### src/rtl/core/internet_checksum_pseudo_header_defines.svh
// Assertion helpers; expect clk and rst_n in scope.
`ifndef INTERNET_CHECKSUM_PSEUDO_HEADER_DEFINES_SVH
`define INTERNET_CHECKSUM_PSEUDO_HEADER_DEFINES_SVH

// Same-cycle implication.
`define ICS_ASSERT_NOW(label, ante, cons) \
    label: assert property (@(posedge clk) disable iff (!rst_n) (ante) |-> (cons)) \
        else $error("checksum assertion failed");

// Next-cycle implication.
`define ICS_ASSERT_NEXT(label, ante, cons) \
    label: assert property (@(posedge clk) disable iff (!rst_n) (ante) |=> (cons)) \
        else $error("checksum assertion failed");

`endif

### src/rtl/core/ics_pkg.sv
`default_nettype none

package ics_pkg;

    localparam int unsigned WORD_W    = 16;
    localparam int unsigned ADDR_W    = 32;
    localparam int unsigned PROTO_W   = 8;
    localparam int unsigned CFG_IDX_W = 8;
    localparam int unsigned CFG_DATA_W = 32;
    // four address halves plus protocol
    localparam int unsigned PSUM_W    = WORD_W + 3;
    // running sum + pseudo sum + length
    localparam int unsigned TOTAL_W   = WORD_W + 3;

    localparam logic [CFG_IDX_W-1:0] REG_USE_PSEUDO = 8'd0;
    localparam logic [CFG_IDX_W-1:0] REG_SRC_ADDR   = 8'd1;
    localparam logic [CFG_IDX_W-1:0] REG_DST_ADDR   = 8'd2;
    localparam logic [CFG_IDX_W-1:0] REG_PROTOCOL   = 8'd3;

    typedef struct packed {
        logic              use_pseudo;
        logic [PSUM_W-1:0] pseudo_sum;
    } ics_cfg_t;

    // Ones-complement add with end-around carry; never exceeds 16 bits.
    function automatic logic [WORD_W-1:0] oc_add(input logic [WORD_W-1:0] a,
                                                 input logic [WORD_W-1:0] b);
        logic [WORD_W:0] s;
        logic [WORD_W:0] r;
        s = {1'b0, a} + {1'b0, b};
        r = {1'b0, s[WORD_W-1:0]} + {{WORD_W{1'b0}}, s[WORD_W]};
        return r[WORD_W-1:0];
    endfunction

    // Full carry fold of a wide integer sum down to 16 bits.
    function automatic logic [WORD_W-1:0] fold(input logic [TOTAL_W-1:0] t);
        logic [WORD_W:0] f1;
        logic [WORD_W:0] f2;
        f1 = {1'b0, t[WORD_W-1:0]} + {{(WORD_W-2){1'b0}}, t[TOTAL_W-1:WORD_W]};
        f2 = {1'b0, f1[WORD_W-1:0]} + {{WORD_W{1'b0}}, f1[WORD_W]};
        return f2[WORD_W-1:0];
    endfunction

endpackage

`default_nettype wire

### src/rtl/core/ics_cfg_regs.sv
`default_nettype none

module ics_cfg_regs
    import ics_pkg::*;
(
    input  wire logic                  clk,
    input  wire logic                  rst_n,
    input  wire logic                  cfg_valid,
    output logic                       cfg_ready,
    input  wire logic [CFG_IDX_W-1:0]  cfg_index,
    input  wire logic [CFG_DATA_W-1:0] cfg_data,
    output ics_cfg_t                   cfg
);

    logic               use_pseudo_reg;
    logic [ADDR_W-1:0]  src_addr_reg;
    logic [ADDR_W-1:0]  dst_addr_reg;
    logic [PROTO_W-1:0] protocol_reg;
    logic [PSUM_W-1:0]  pseudo_sum_reg;
    logic [PSUM_W-1:0]  pseudo_sum_next;

    assign cfg_ready = 1'b1;

    always_ff @(posedge clk or negedge rst_n)
    begin
        if (!rst_n)
        begin
            use_pseudo_reg <= 1'b0;
            src_addr_reg   <= '0;
            dst_addr_reg   <= '0;
            protocol_reg   <= '0;
        end
        else if (cfg_valid && cfg_ready)
        begin
            unique case (cfg_index)
                REG_USE_PSEUDO: use_pseudo_reg <= cfg_data[0];
                REG_SRC_ADDR:   src_addr_reg   <= cfg_data;
                REG_DST_ADDR:   dst_addr_reg   <= cfg_data;
                REG_PROTOCOL:   protocol_reg   <= cfg_data[PROTO_W-1:0];
                default:        ;
            endcase
        end
    end

    // plain integer sum; folded together with the payload sum later
    always_comb
    begin
        pseudo_sum_next = {3'b000, src_addr_reg[ADDR_W-1:WORD_W]}
                        + {3'b000, src_addr_reg[WORD_W-1:0]}
                        + {3'b000, dst_addr_reg[ADDR_W-1:WORD_W]}
                        + {3'b000, dst_addr_reg[WORD_W-1:0]}
                        + {{(PSUM_W-PROTO_W){1'b0}}, protocol_reg};
    end

    always_ff @(posedge clk or negedge rst_n)
    begin
        if (!rst_n)
            pseudo_sum_reg <= '0;
        else
            pseudo_sum_reg <= pseudo_sum_next;
    end

    assign cfg.use_pseudo = use_pseudo_reg;
    assign cfg.pseudo_sum = pseudo_sum_reg;

endmodule

`default_nettype wire

### src/rtl/core/internet_checksum_pseudo_header.sv
// Channel  Direction  Handshake              Payload
// in       sink       in_valid / in_stall    data_word, single_byte, last_word
// out      source     out_valid / out_stall  checksum
// cfg      sink       cfg_valid / cfg_ready  cfg_index, cfg_data
//
// One beat per cycle in while in_stall is low; the accumulator is a single
// 16-bit end-around adder. Input register, accumulate stage, output register:
// each payload passes through them in turn. Stages with room keep accepting
// while out is stalled. rst_n clears valids, sum and count; cfg is always ready.
`default_nettype none

module internet_checksum_pseudo_header
    import ics_pkg::*;
(
    input  wire logic                  clk,
    input  wire logic                  rst_n,
    input  wire logic                  in_valid,
    output logic                       in_stall,
    input  wire logic [WORD_W-1:0]     data_word,
    input  wire logic                  single_byte,
    input  wire logic                  last_word,
    output logic                       out_valid,
    input  wire logic                  out_stall,
    output logic [WORD_W-1:0]          checksum,
    input  wire logic                  cfg_valid,
    output logic                       cfg_ready,
    input  wire logic [CFG_IDX_W-1:0]  cfg_index,
    input  wire logic [CFG_DATA_W-1:0] cfg_data
);

`include "internet_checksum_pseudo_header_defines.svh"

    ics_cfg_t cfg;

    logic              in_valid_reg;
    logic [WORD_W-1:0] in_word_reg;
    logic              in_single_reg;
    logic              in_last_reg;

    logic [WORD_W-1:0] sum_reg;
    logic [WORD_W-1:0] sum_next;
    logic [WORD_W-1:0] count_reg;
    logic [WORD_W-1:0] count_next;

    logic              fin_valid_reg;
    logic [WORD_W-1:0] fin_sum_reg;
    logic [WORD_W-1:0] fin_count_reg;

    logic              out_valid_reg;
    logic [WORD_W-1:0] checksum_reg;
    logic [WORD_W-1:0] checksum_next;
    logic [TOTAL_W-1:0] total;

    logic out_load;
    logic fin_free;
    logic acc_move;
    logic in_free;

    ics_cfg_regs u_cfg (
        .clk       (clk),
        .rst_n     (rst_n),
        .cfg_valid (cfg_valid),
        .cfg_ready (cfg_ready),
        .cfg_index (cfg_index),
        .cfg_data  (cfg_data),
        .cfg       (cfg)
    );

    // flow control: a stage moves when the next one has room; the accumulator also moves on a non-last beat
    assign out_load = !out_valid_reg || !out_stall;
    assign fin_free = !fin_valid_reg || out_load;
    assign acc_move = in_valid_reg && (fin_free || !in_last_reg);
    assign in_free  = !in_valid_reg || acc_move;
    assign in_stall = !in_free;

    always_ff @(posedge clk or negedge rst_n)
    begin
        if (!rst_n)
            in_valid_reg <= 1'b0;
        else if (in_free)
            in_valid_reg <= in_valid;
    end

    always_ff @(posedge clk)
    begin
        if (in_free && in_valid)
        begin
            in_word_reg   <= single_byte ? {data_word[WORD_W-1:8], 8'h00} : data_word;
            in_single_reg <= single_byte;
            in_last_reg   <= last_word;
        end
    end

    always_comb
    begin
        sum_next   = oc_add(sum_reg, in_word_reg);
        count_next = count_reg + (in_single_reg ? 16'd1 : 16'd2);
    end

    always_ff @(posedge clk or negedge rst_n)
    begin
        if (!rst_n)
        begin
            sum_reg   <= '0;
            count_reg <= '0;
        end
        else if (acc_move)
        begin
            sum_reg   <= in_last_reg ? '0 : sum_next;
            count_reg <= in_last_reg ? '0 : count_next;
        end
    end

    always_ff @(posedge clk or negedge rst_n)
    begin
        if (!rst_n)
            fin_valid_reg <= 1'b0;
        else if (fin_free)
            fin_valid_reg <= acc_move && in_last_reg;
    end

    always_ff @(posedge clk)
    begin
        if (acc_move && in_last_reg)
        begin
            fin_sum_reg   <= sum_next;
            fin_count_reg <= count_next;
        end
    end

    // wide integer sum, then full fold; the fold is zero only when every summed term was zero
    always_comb
    begin
        total = {3'b000, fin_sum_reg};
        if (cfg.use_pseudo)
            total = total + cfg.pseudo_sum + {3'b000, fin_count_reg};
        checksum_next = ~fold(total);
    end

    always_ff @(posedge clk or negedge rst_n)
    begin
        if (!rst_n)
            out_valid_reg <= 1'b0;
        else if (out_load)
            out_valid_reg <= fin_valid_reg;
    end

    always_ff @(posedge clk)
    begin
        if (out_load && fin_valid_reg)
            checksum_reg <= checksum_next;
    end

    assign out_valid = out_valid_reg;
    assign checksum  = checksum_reg;

    `ICS_ASSERT_NEXT(a_restart_after_last, acc_move && in_last_reg, sum_reg == '0 && count_reg == '0)
    `ICS_ASSERT_NOW(a_stall_means_full, in_stall, in_valid_reg && in_last_reg && fin_valid_reg)
    `ICS_ASSERT_NEXT(a_fin_holds, fin_valid_reg && !out_load, fin_valid_reg && $stable(fin_sum_reg))
    `ICS_ASSERT_NEXT(a_out_loads_from_fin, out_load && fin_valid_reg, out_valid_reg)

endmodule

`default_nettype wire

### config.mk
export PLATFORM = sky130hd
export DESIGN_NAME = internet_checksum_pseudo_header
export DESIGN_NICKNAME = d
export VERILOG_FILES = /design/src/rtl/core/ics_pkg.sv /design/src/rtl/core/ics_cfg_regs.sv /design/src/rtl/core/internet_checksum_pseudo_header.sv
export VERILOG_INCLUDE_DIRS = /design/src /design/src/rtl/core
export SDC_FILE = /design/constraint.sdc
export NUM_CORES = 1
export LEC_CHECK = 0
export ABC_AREA = 1
export BUFFER_PORTS_ARGS = -buffer_cell sky130_fd_sc_hd__buf_2
export CAP_MARGIN = 5
export CORE_AREA = 3 3 149 151
export CTS_BUF_LIST = sky130_fd_sc_hd__clkbuf_16
export CTS_CLUSTER_SIZE = 40
export DETAILED_ROUTE_END_ITERATION = 7
export DIE_AREA = 0 0 152 154
export PLACE_DENSITY = 0.77
export SLEW_MARGIN = 20
export SYNTH_ARGS = -nofsm -noshare
export SYNTH_HDL_FRONTEND = slang
export SYNTH_HIERARCHICAL = 1
export SYNTH_SLANG_ARGS = --single-unit
### constraint.sdc
create_clock -name clk -period 10.9 [get_ports clk]
set_input_delay 1.635 -clock clk [delete_from_list [all_inputs] [get_ports clk]]
set_output_delay 1.635 -clock clk [all_outputs]
set_load 0.03 [all_outputs]
# Word level (Yosys, flattened, before mapping)
# Cells that the tools add are included.
# totals
wordCells	55
output_inout_bits	19
latchBits	0
inputBits	63
ramBits	0
memories	0
romBits	0
regBits	193
# classes
bitwise	1
eq_ne	3
addsub	11
shift	0
n_div	0
mux	4
n_lt_le_gt_ge	0
multipliers	0
reduce_logical	19
# ops
op	count
19-bit by 16-bit adder with 19-bit output	3
16-bit by 16-bit adder with 17-bit output	2
16-bit by 1-bit adder with 16-bit output	2
16-bit two-way mux	2
16-bit by 19-bit adder with 19-bit output	1
19-bit by 8-bit adder with 19-bit output	1
19-bit two-way mux	1
16-bit by 3-bit adder with 17-bit output	1
16-bit by 2-bit adder with 16-bit output	1
8-bit by 2-bit == test with 1-bit output (second input constant)	2
16-bit inverter	1
8-bit by 1-bit == test with 1-bit output (second input constant)	1
8-bit zero test	1
2-bit AND reduction	4
1-bit zero test	6
1-bit logical AND	4
1-bit logical OR	4
2-bit two-way mux	1

# Longest topological paths before layout
# Gate-level depths: netlist (run 1).
# logic_depth
word_depth	7
mapped_depth	41
mapped_depth_nobuf	41

# Modules after synthesis
# Netlist (run 1), hierarchy kept.
# modules_own_cells
mod	instances	cells_each	seq_area_each_um2	area_each_um2
internet_checksum_pseudo_header	1	860	2857.7	7282.0
ics_cfg_regs	1	651	2302.2	5646.7

# Worst setup path after synthesis (run 1)
# Ideal clock, no wire load.
# synth_path
path_type	reg-to-reg
startpoint	register fin_sum_reg[1]
endpoint	register checksum_reg[14], in the netlist checksum[14], data pin
t_required_ns	10.648
synth_period_minus_slack_ns	5.411
arrival_time_ns	5.159
slack_ns	5.489
n_path_buf	0
setup_ns	0.252
stages_incl_launch_ff	42
path_cell_list	edfxtp_1 > fa_1 > ha_1 > inv_1 > fa_1 > inv_1 > nand2_2 > nand2_4 > nand3_1 > nand2_1 > nand2_1 > nand2_1 > nand2_1 > nand2_1 > nand2_1 > inv_1 > o21ai_0 > nand2_1 > [6 not listed] > nor2_4 > nand3_2 > nor2_1 > nand3_1 > nor2_1 > ha_1 > ha_1 > nand2_1 > nor2_1 > nand3_1 > nor2_4 > nand2_2 > nor2_2 > nand4_2 > nor2_2 > nand2_1 > nand2_1 > nand2_1
# synth_via
elab_chain_len	6
# synth_rtl
item	line	rtl
start: declaration	internet_checksum_pseudo_header.sv:46	logic [WORD_W-1:0] fin_sum_reg;
start signal: assignment	internet_checksum_pseudo_header.sv:126	fin_sum_reg <= sum_next;
16-bit by 19-bit adder with 19-bit output	internet_checksum_pseudo_header.sv:136	total = total + cfg.pseudo_sum + {3'b000, fin_count_reg};
19-bit by 16-bit adder with 19-bit output	internet_checksum_pseudo_header.sv:136	
19-bit two-way mux *	internet_checksum_pseudo_header.sv:135	if (cfg.use_pseudo)
16-bit by 3-bit adder with 17-bit output *	ics_pkg.sv:39	f1 = {1'b0, t[WORD_W-1:0]} + {{(WORD_W-2){1'b0}}, t[TOTAL_W-1:WORD_W]};
16-bit by 1-bit adder with 16-bit output *	ics_pkg.sv:40	f2 = {1'b0, f1[WORD_W-1:0]} + {{WORD_W{1'b0}}, f1[WORD_W]};
16-bit inverter *	internet_checksum_pseudo_header.sv:137	checksum_next = ~fold(total);
net checksum_next[14]	internet_checksum_pseudo_header.sv:51	logic [WORD_W-1:0] checksum_next;
end signal: assignment	internet_checksum_pseudo_header.sv:151	checksum_reg <= checksum_next;
end: declaration	internet_checksum_pseudo_header.sv:50	logic [WORD_W-1:0] checksum_reg;
# Mark *: on every way through the listed nets, which the timed path passes. The rest lies on a longest branch.
# A chain may end at the register's enable or synchronous reset.

# Worst setup path in the final report (run 1)
# layout_path
startpoint	register u_cfg.pseudo_sum_reg[1]
endpoint	register checksum_reg[14], in the netlist checksum[14], data pin
# layout_via
elab_chain_len	6
# layout_rtl
item	line	rtl
start: declaration	ics_cfg_regs.sv:19	logic [PSUM_W-1:0] pseudo_sum_reg;
start signal: assignment	ics_cfg_regs.sv:60	pseudo_sum_reg <= pseudo_sum_next;
16-bit by 19-bit adder with 19-bit output	internet_checksum_pseudo_header.sv:136	
19-bit by 16-bit adder with 19-bit output	internet_checksum_pseudo_header.sv:136	
19-bit two-way mux	internet_checksum_pseudo_header.sv:135	
16-bit by 3-bit adder with 17-bit output	ics_pkg.sv:39	
16-bit by 1-bit adder with 16-bit output	ics_pkg.sv:40	
16-bit inverter	internet_checksum_pseudo_header.sv:137	
net checksum_next[14]	internet_checksum_pseudo_header.sv:51	
# The timed path passes the listed nets, and every way through them passes these cells.

==> metrics, run 1 <==
status completed; post-synthesis sequential area ratio 0.3991; PwrDens 235.4 nW/µm²; Detailed Route WL 28.49 mm; Place WS 4.901 ns; Final Max Slew Viols 0; Final Hold Fails 0; CTS tree built; Avg Vias per Cell 5.321; GRT busiest layer met2; ys async rst share 0.6580; utilization after layout 0.6735; Syn Inst Count 1511; GR met3 Demand/Resource 0.04391; Yosys cell types 55; root buffer cell clkbuf_16; antenna-violating nets left 0; Worst Skew 0.01458 ns; initial antenna violation count 0; # IOs 82; global-route met2 utilization 0.4443; Worst Path Required 11.10 ns; kind of critical path register to register; count of final setup violators 0; H-Tree Depth 4; clock sinks 193; Area growth, synth to finish 9.155%; initial core utilization 0.6170; vias in the first global route 10070; period utilization 0.5581; FMAX 164.4 MHz; hold buffer count at CTS 0; Die H 154 µm; worst-margin pin slew 1.056 ns; die area 23410 µm²; PnR worst setup slack 4.817 ns; Placement Cell Area 13520 µm²; Peak VDD IR 0.1131 mV; Lkg Pwr 7.325 nW; routing usage on met1 0.3172; total setup buffers inserted after CTS 0; Detailed Place HPWL 21.72 mm; starting DRC count in detailed routing 505; hold_ws 0.4970 ns; RSZ-0062 raised after global routing no; first-pass GRT wire length 47.95 mm; Max stage delay on crit path 0.54 ns; Mapped Area 12930 µm²; number of synthesized register bits 193; layout cells sized above 1 0.1356; Finished Cell Area 14110 µm²; routability cong. 0.8907; Reg clk slew, reported paths 0.08 ns; core area 20960 µm²; total grt overflow 0; Total GRT Usage 0.2509; largest net degree at the start of global routing 75; most used cell, CP nand2_1; CTS Buf Count 17; row count 53; Residual DRC 0; Worst Path Arrival 6.29 ns; Crit. End Element register; Startpoint Class register; Post-synth EDFFs 66; drt first pass iters 5; Setup TNS 0 ns; Hold Path Class register to register; syn nets 1701; wire per inst 15.19 µm; Max Cap Viol 0; cts repair resizes 0; Inserted Diodes 0; min Tclk post-route 6.083 ns; CP max-delay cell fa_1; Worst-Skew Late Latency 0.45 ns; Slew headroom 0.2959; average cell area after synthesis 8.556 µm²; most frequent cells in the layout 397 x nand2_1, 256 x inv_1, 127 x dfrtp_1; Max clock buf depth 2; Via Count 9977; Yosys warning count 6; CP Max Fanout 4; commonest non-fill, non-tap cell in the layout nand2_1; port bufs 80; Primary FF master, synth dfrtp_1; Horiz. Die Dim 152 µm; nets 1777
layout make-up:
type,count,area (µm²)
clock buffer,17,425.4
clock inverter,15,165.2
fill,1760,6843
inverter,262,983.4
multi-input combinational,1029,6601
sequential,193,5160
tap,275,344.1
timing repair buffer,84,432.9
critical path, delay by kind of cell, from the launching register on:
| family | cells | cell delay (ns) |
|---|---|---|
| compound gates | 5 | 0.68 |
| simple gates | 27 | 2.74 |
| flops | 1 | 0.40 |
| buf+inv | 3 | 0.22 |
| fa+ha+maj | 6 | 1.80 |
through the flow:
step	std cells	power (mW)
after detailed placement	1843	2.671
final	1875	3.322
after global routing	1875	3.606
after CTS	1875	3.316
after global placement	1843	2.618
after floorplan	1511	2.254
layer usage:
layer / vias up / wire length, µm
li1: 4932 / -
met5: - / 0
met1: 4744 / 12130
met4: 0 / 762
met3: 56 / 1247
met2: 245 / 14340
cells by family after synthesis:
kind of cell | synth area share
adder cells (fa/ha/maj) | 0.1572
AO/OA/AOI/OAI | 0.08023
buffers and inverters | 0.09058
flip-flops | 0.3991
AND/OR/NAND/NOR | 0.2437
other | 0.0002901
XOR/XNOR | 0.02894
Yosys cell counts (all sizes together), types with 17 or more instances:
cell type | count | area [µm²]
a21oi | 66 | 367.9
buf | 17 | 150.1
dfrtp | 127 | 3178
edfxtp | 66 | 1982
fa | 59 | 1181
ha | 68 | 850.8
inv | 261 | 979.7
nand2 | 427 | 1703
nand3 | 98 | 588.1
nor2 | 114 | 556.8
o21ai | 84 | 461.7
xor2 | 25 | 226.5
power breakdown:
part           total [mW]  switching, mW  internal, mW  leakage [nW]
clock network       0.637          0.327         0.310         0.289
registers           0.965         0.0753         0.889          2.16
logic                1.72           1.13         0.587          4.87
total                3.32           1.54          1.79          7.33
worst paths after layout:
| path | startpoint | slack [ns] | cells after the start | endpoint |
|---|---|---|---|---|
| setup / recovery | u_cfg/pseudo_sum_reg[1] | 4.82 | 41 | checksum[14] |
| setup reg to reg | u_cfg/pseudo_sum_reg[1] | 4.82 | 41 | checksum[14] |
| min in group asynchronous | rst_n | 1.23 | 1 | u_cfg/src_addr_reg[12] |
| max in group asynchronous | rst_n | 8.25 | 2 | sum_reg[5] |
| hold / removal | sum_reg[10] | 0.50 | 2 | sum_reg[10] |
| hold reg to reg | sum_reg[10] | 0.50 | 2 | sum_reg[10] |
No activity file was read; power rests on OpenSTA's default activity.
==> run 2, diff against run 1 <==
clock period = 5.75 ns   (was 10.9 ns; I/O delays follow)
==> run 2 against run 1 <==
Compared with the run above: design area up 2.2%; sequential power grew 89%; critical path depth unchanged; clock-buffer cell count increased by 1; clock power up 85%; die area unchanged; flip-flop and latch count is the same; clock skew down 0.0046 ns; first-iteration DRC count rose by 4.6%; critical endpoint unchanged; largest cell class unchanged.
==> metrics, run 2 (same netlist as run 1, synthesis figures left out) <==
status completed; flip-flop and latch area 5160 µm²; Peak VDD IR 0.2520 mV; Max clock buf depth 2; Detailed Route WL 28.39 mm; Filler Cell Count 1726; Die H 154 µm; PwrDens 447.7 nW/µm²; Horiz. Die Dim 152 µm; Final Max Slew Viols 0; row count 53; port bufs 80; Lkg Pwr 7.425 nW; routability cong. 0.8978; die area 23410 µm²; largest net degree at the start of global routing 72; Max stage delay on crit path 0.54 ns; min Tclk post-route 5.523 ns; Multi-input gate area 6766 µm²; R2R setup slack 0.23 ns; clock sinks 193; Reg clk slew, reported paths 0.07 ns; vias in the first global route 9959; # IOs 82; Buf/Inv on CP 3; Hold Path Class input pin to asynchronous set/reset pin; RSZ-0062 raised after global routing yes; CTS Buf Count 17; H-Tree Depth 4; Design Power 6.456 mW; root buffer cell clkbuf_16; Worst-Skew Late Latency 0.44 ns; layout cells sized above 1 0.1647; Max Cap Viol 0; Final Hold Fails 0; CTS tree built; first-pass GRT wire length 47.03 mm; Top delay family on crit path simple AND/OR/NAND/NOR gates; count of final setup violators 0; Avg Vias per Cell 5.300; hold buffer count at CTS 0; Crit. End Element register; Worst Skew 0.009971 ns; antenna-violating nets left 0; Slew headroom 0.3286; Inserted Diodes 0; core area 20960 µm²; utilization after layout 0.6882; initial antenna violation count 0; kind of critical path register to register; worst r2r path cells 41; drt first pass iters 5; Finished Cell Area 14420 µm²; Startpoint Class register; Worst Path Required 5.94 ns; nets 1798; FF-to-FF Start u_cfg/pseudo_sum_reg[1]; worst-margin pin slew 1.007 ns; Detailed Place HPWL 21.45 mm; CP max-delay cell fa_1; Total GRT Usage 0.2456; Placement Cell Area 13570 µm²; wire per inst 14.97 µm; period utilization 0.9605; hold_ws 0.4795 ns; total grt overflow 0; starting DRC count in detailed routing 528; Residual DRC 0; most frequent cells in the layout 392 x nand2_1, 255 x inv_1, 127 x dfrtp_1; commonest non-fill, non-tap cell in the layout nand2_1; initial core utilization 0.6170; Via Count 10050; reg2reg end checksum[14]; FMAX 181.1 MHz; Area growth, synth to finish 11.55%; Worst Path Arrival 5.71 ns; CP Max Fanout 4
## run 2: changes by cell type in the layout (fill, tap and decap cells not counted), sizes merged
cell and delta:
bufinv +1, clkinv -2, buf +21, clkbuf +1
## run 2: cell type report
class	count	share of cell area
repair buffers	105	0.04095
well taps	275	0.02386
inverters	262	0.06819
flip-flops and latches	193	0.3578
multi-input cells	1029	0.4692
clock buffers	18	0.03123
clock inverters	14	0.008763
## run 2: per-stage QoR
stage	instances	worst slack (ns)	setup TNS, ns
after floorplan	1511	0.3390	0
after global placement	1849	0.09894	0
after detailed placement	1849	-0.2385	-0.6268
after global routing	1896	-0.1455	-0.4321
final	1896	0.2269	0
after CTS	1884	0.04463	0
## run 2: layer usage
| metal | global-route usage | part of all wire | wire (µm) | up-vias |
|---|---|---|---|---|
| li1 | - | - | - | 4974 |
| met1 | 0.3120 | 0.44 | 12430 | 4832 |
| met2 | 0.4445 | 0.51 | 14580 | 206 |
| met3 | 0.03546 | 0.033 | 925 | 36 |
| met4 | 0.06207 | 0.016 | 450 | 0 |
| met5 | 0 | 0 | 0 | - |
## run 2: how the worst max path moves through the flow
stage               slack, ns           end  depth (start not counted)                    start
floorplan                0.34  checksum[14]                         41           fin_sum_reg[1]
global placement          0.1  checksum[14]                         41           fin_sum_reg[1]
detailed placement      -0.24  checksum[14]                         41           fin_sum_reg[1]
CTS                      0.04  checksum[14]                         41           fin_sum_reg[1]
global route            -0.15  checksum[14]                         41  u_cfg/pseudo_sum_reg[1]
finish                   0.23  checksum[14]                         41  u_cfg/pseudo_sum_reg[1]
## run 2: report_power, final
part / switching, mW / total [mW] / internal, mW
logic: 2.25 / 3.45 / 1.21
registers: 0.138 / 1.82 / 1.69
clock network: 0.548 / 1.18 / 0.631
## run 2: worst register-to-register path: cells and delay by family, from the launching register on
kind,cells,cell delay [ns]
simple gates,27,2.55
buf+inv,3,0.20
compound gates,5,0.48
fa+ha+maj,6,1.69
flops,1,0.39
## run 2: what timing repair did
item                       4_1_cts  5_1_grt
pin swaps                        2       22
setup endpoints to repair        5        8
gates resized for setup          8       34
cloned                           0        0
buffers inserted                 3       12
==> run 3, diff against run 2 <==
MAX_ROUTING_LAYER = met4   (was default)
==> run 3 against run 2 <==
Compared with the run above: the flow now finishes with violations (design-rule violations, negative setup slack); total power is 0.33% higher; clock power hardly changed; via count is 1.3% higher; clock skew is 0.0029 ns higher; critical path type unchanged; worst hold slack worse by 0.14 ns.
==> metrics, run 3 (same netlist as run 1, synthesis figures left out) <==
Avg Vias per Cell 5.346; # IOs 82; Worst Skew 0.01290 ns; port bufs 80; root buffer cell clkbuf_16; flip-flop and latch area 5160 µm²; Peak VDD IR 0.2208 mV; crit path to checksum[12]; FMAX 172.9 MHz; antenna-violating nets left 0; Worst-Skew Late Latency 0.43 ns; Detailed Place HPWL 22.24 mm; Placement Cell Area 13570 µm²; crit path from fin_count_reg[1]; dpl cells 1850; routability cong. 0.9014; Inserted Diodes 0; Slew headroom 0.3117; Finished Layout Cells 1904; FF-to-FF Start fin_count_reg[1]; initial core utilization 0.6170; vias in the first global route 10350; Reg clk slew, reported paths 0.08 ns; Via Count 10180; worst r2r path cells 39; worst-margin pin slew 1.032 ns; Final Hold Fails 0; CTS Buf Count 17; Residual DRC 2; Horiz. Die Dim 152 µm; Max stage delay on crit path 0.57 ns; initial antenna violation count 0; starting DRC count in detailed routing 673; Final Max Slew Viols 0; Worst Path Required 5.92 ns; period utilization 1.006; wire per inst 15.60 µm; Hold Path Class input pin to asynchronous set/reset pin; RSZ-0062 raised after global routing yes; Lkg Pwr 7.467 nW; Detailed Route WL 29.70 mm; Buf/Inv on CP 3; reg2reg end checksum[12]; clock sinks 193; total grt overflow 0; core area 20960 µm²; Area growth, synth to finish 11.96%; count of final setup violators 4; first-pass GRT wire length 48.74 mm; Die H 154 µm; Crit path depth 39; CP max-delay cell fa_1; layout cells sized above 1 0.1657; Max Cap Viol 0; Total GRT Usage 0.2620; Worst Path Arrival 5.95 ns; Top delay family on crit path simple AND/OR/NAND/NOR gates; min Tclk post-route 5.782 ns; most used cell, CP nand2_2; PnR worst setup slack -0.03208 ns; CTS tree built; Place WS -0.3172 ns; row count 53; Finished Cell Area 14480 µm²; Filler Cell Count 1716; commonest non-fill, non-tap cell in the layout nand2_1; Crit. End Element register; status finished with violations; violated checks design-rule violations, negative setup slack; PwrDens 447.5 nW/µm²; drt first pass iters 8; die area 23410 µm²; nets 1806; largest net degree at the start of global routing 53; kind of critical path register to register; H-Tree Depth 4; Startpoint Class register; R2R setup slack -0.03 ns; Multi-input gate area 6749 µm²; most frequent cells in the layout 392 x nand2_1, 254 x inv_1, 127 x dfrtp_1; CP Max Fanout 4; Max clock buf depth 2
-- run 3: cell count changes in the layout (fill, tap and decap cells not counted), sizes merged --
| cell | change |
|---|---|
| buf | +8 |
| clkinvlp | +1 |
| clkbuf | +1 |
| bufinv | -1 |
| clkinv | -1 |
-- run 3: routing by layer --
| metal | vias to the layer above | GRT usage | part of all wire |
|---|---|---|---|
| met2 | 287 | 0.4555 | 0.51 |
| met1 | 4834 | 0.3193 | 0.43 |
| li1 | 4991 | - | - |
| met4 | 0 | 0.08134 | 0.026 |
| met3 | 67 | 0.03715 | 0.043 |
| met5 | - | - | 0 |
-- run 3: worst min-delay path by stage --
stage                   from                     end  slack, ns  depth (start not counted)
6_report               rst_n  u_cfg/src_addr_reg[28]       0.34                          1
3_5_place_dp   fin_valid_reg               out_valid       0.48                          2
2_1_floorplan  fin_valid_reg               out_valid       0.44                          2
3_3_place_gp     sum_reg[10]             sum_reg[10]       0.47                          2
5_1_grt                rst_n  u_cfg/src_addr_reg[12]       0.34                          1
4_1_cts                rst_n  u_cfg/src_addr_reg[12]       0.34                          1
-- run 3: worst reg2reg max path: cells and delay by family (launching register included) --
family | cells | cell delay [ns]
DFF | 1 | 0.40
AOI/OAI and AO/OA | 7 | 0.84
and+or+nand+nor | 23 | 2.24
adders and majority gates | 6 | 1.86
buffers and inverters | 3 | 0.19
-- run 3: layout make-up --
| class | instances | area share |
|---|---|---|
| Clock inverter | 13 | 0.007779 |
| Tap cell | 275 | 0.02377 |
| Clock buffer | 19 | 0.03285 |
| Multi-Input combinational cell | 1029 | 0.4662 |
| Inverter | 262 | 0.06794 |
| Sequential cell | 193 | 0.3565 |
| Timing Repair Buffer | 113 | 0.04495 |
-- run 3: power breakdown --
group / total [mW] / internal [mW] / switching, mW
clock: 1.19 / 0.622 / 0.568
sequential: 1.83 / 1.69 / 0.148
combinational: 3.45 / 1.20 / 2.25
-- run 3: stage by stage --
stage	TNS, ns	power, mW	hold WS (ns)	util
3_5_place_dp	-0.9887	5.071	0.4772	0.6478
4_1_cts	0	6.316	0.3358	0.6785
3_3_place_gp	0	4.981	0.4683	0.6478
6_report	-0.04946	6.477	0.3374	0.6908
2_1_floorplan	0	4.273	0.4420	-
5_1_grt	-2.292	7.018	0.3430	0.6908
-- run 3: repair_timing --
action | in CTS | in global routing
resized for setup | 8 | 31
setup buffers | 4 | 18
hold endpoints to repair | 0 | 0
cloned | 0 | 0
hold buffers | 0 | 0
pin swaps | 9 | 27
setup endpoints to repair | 6 | 8
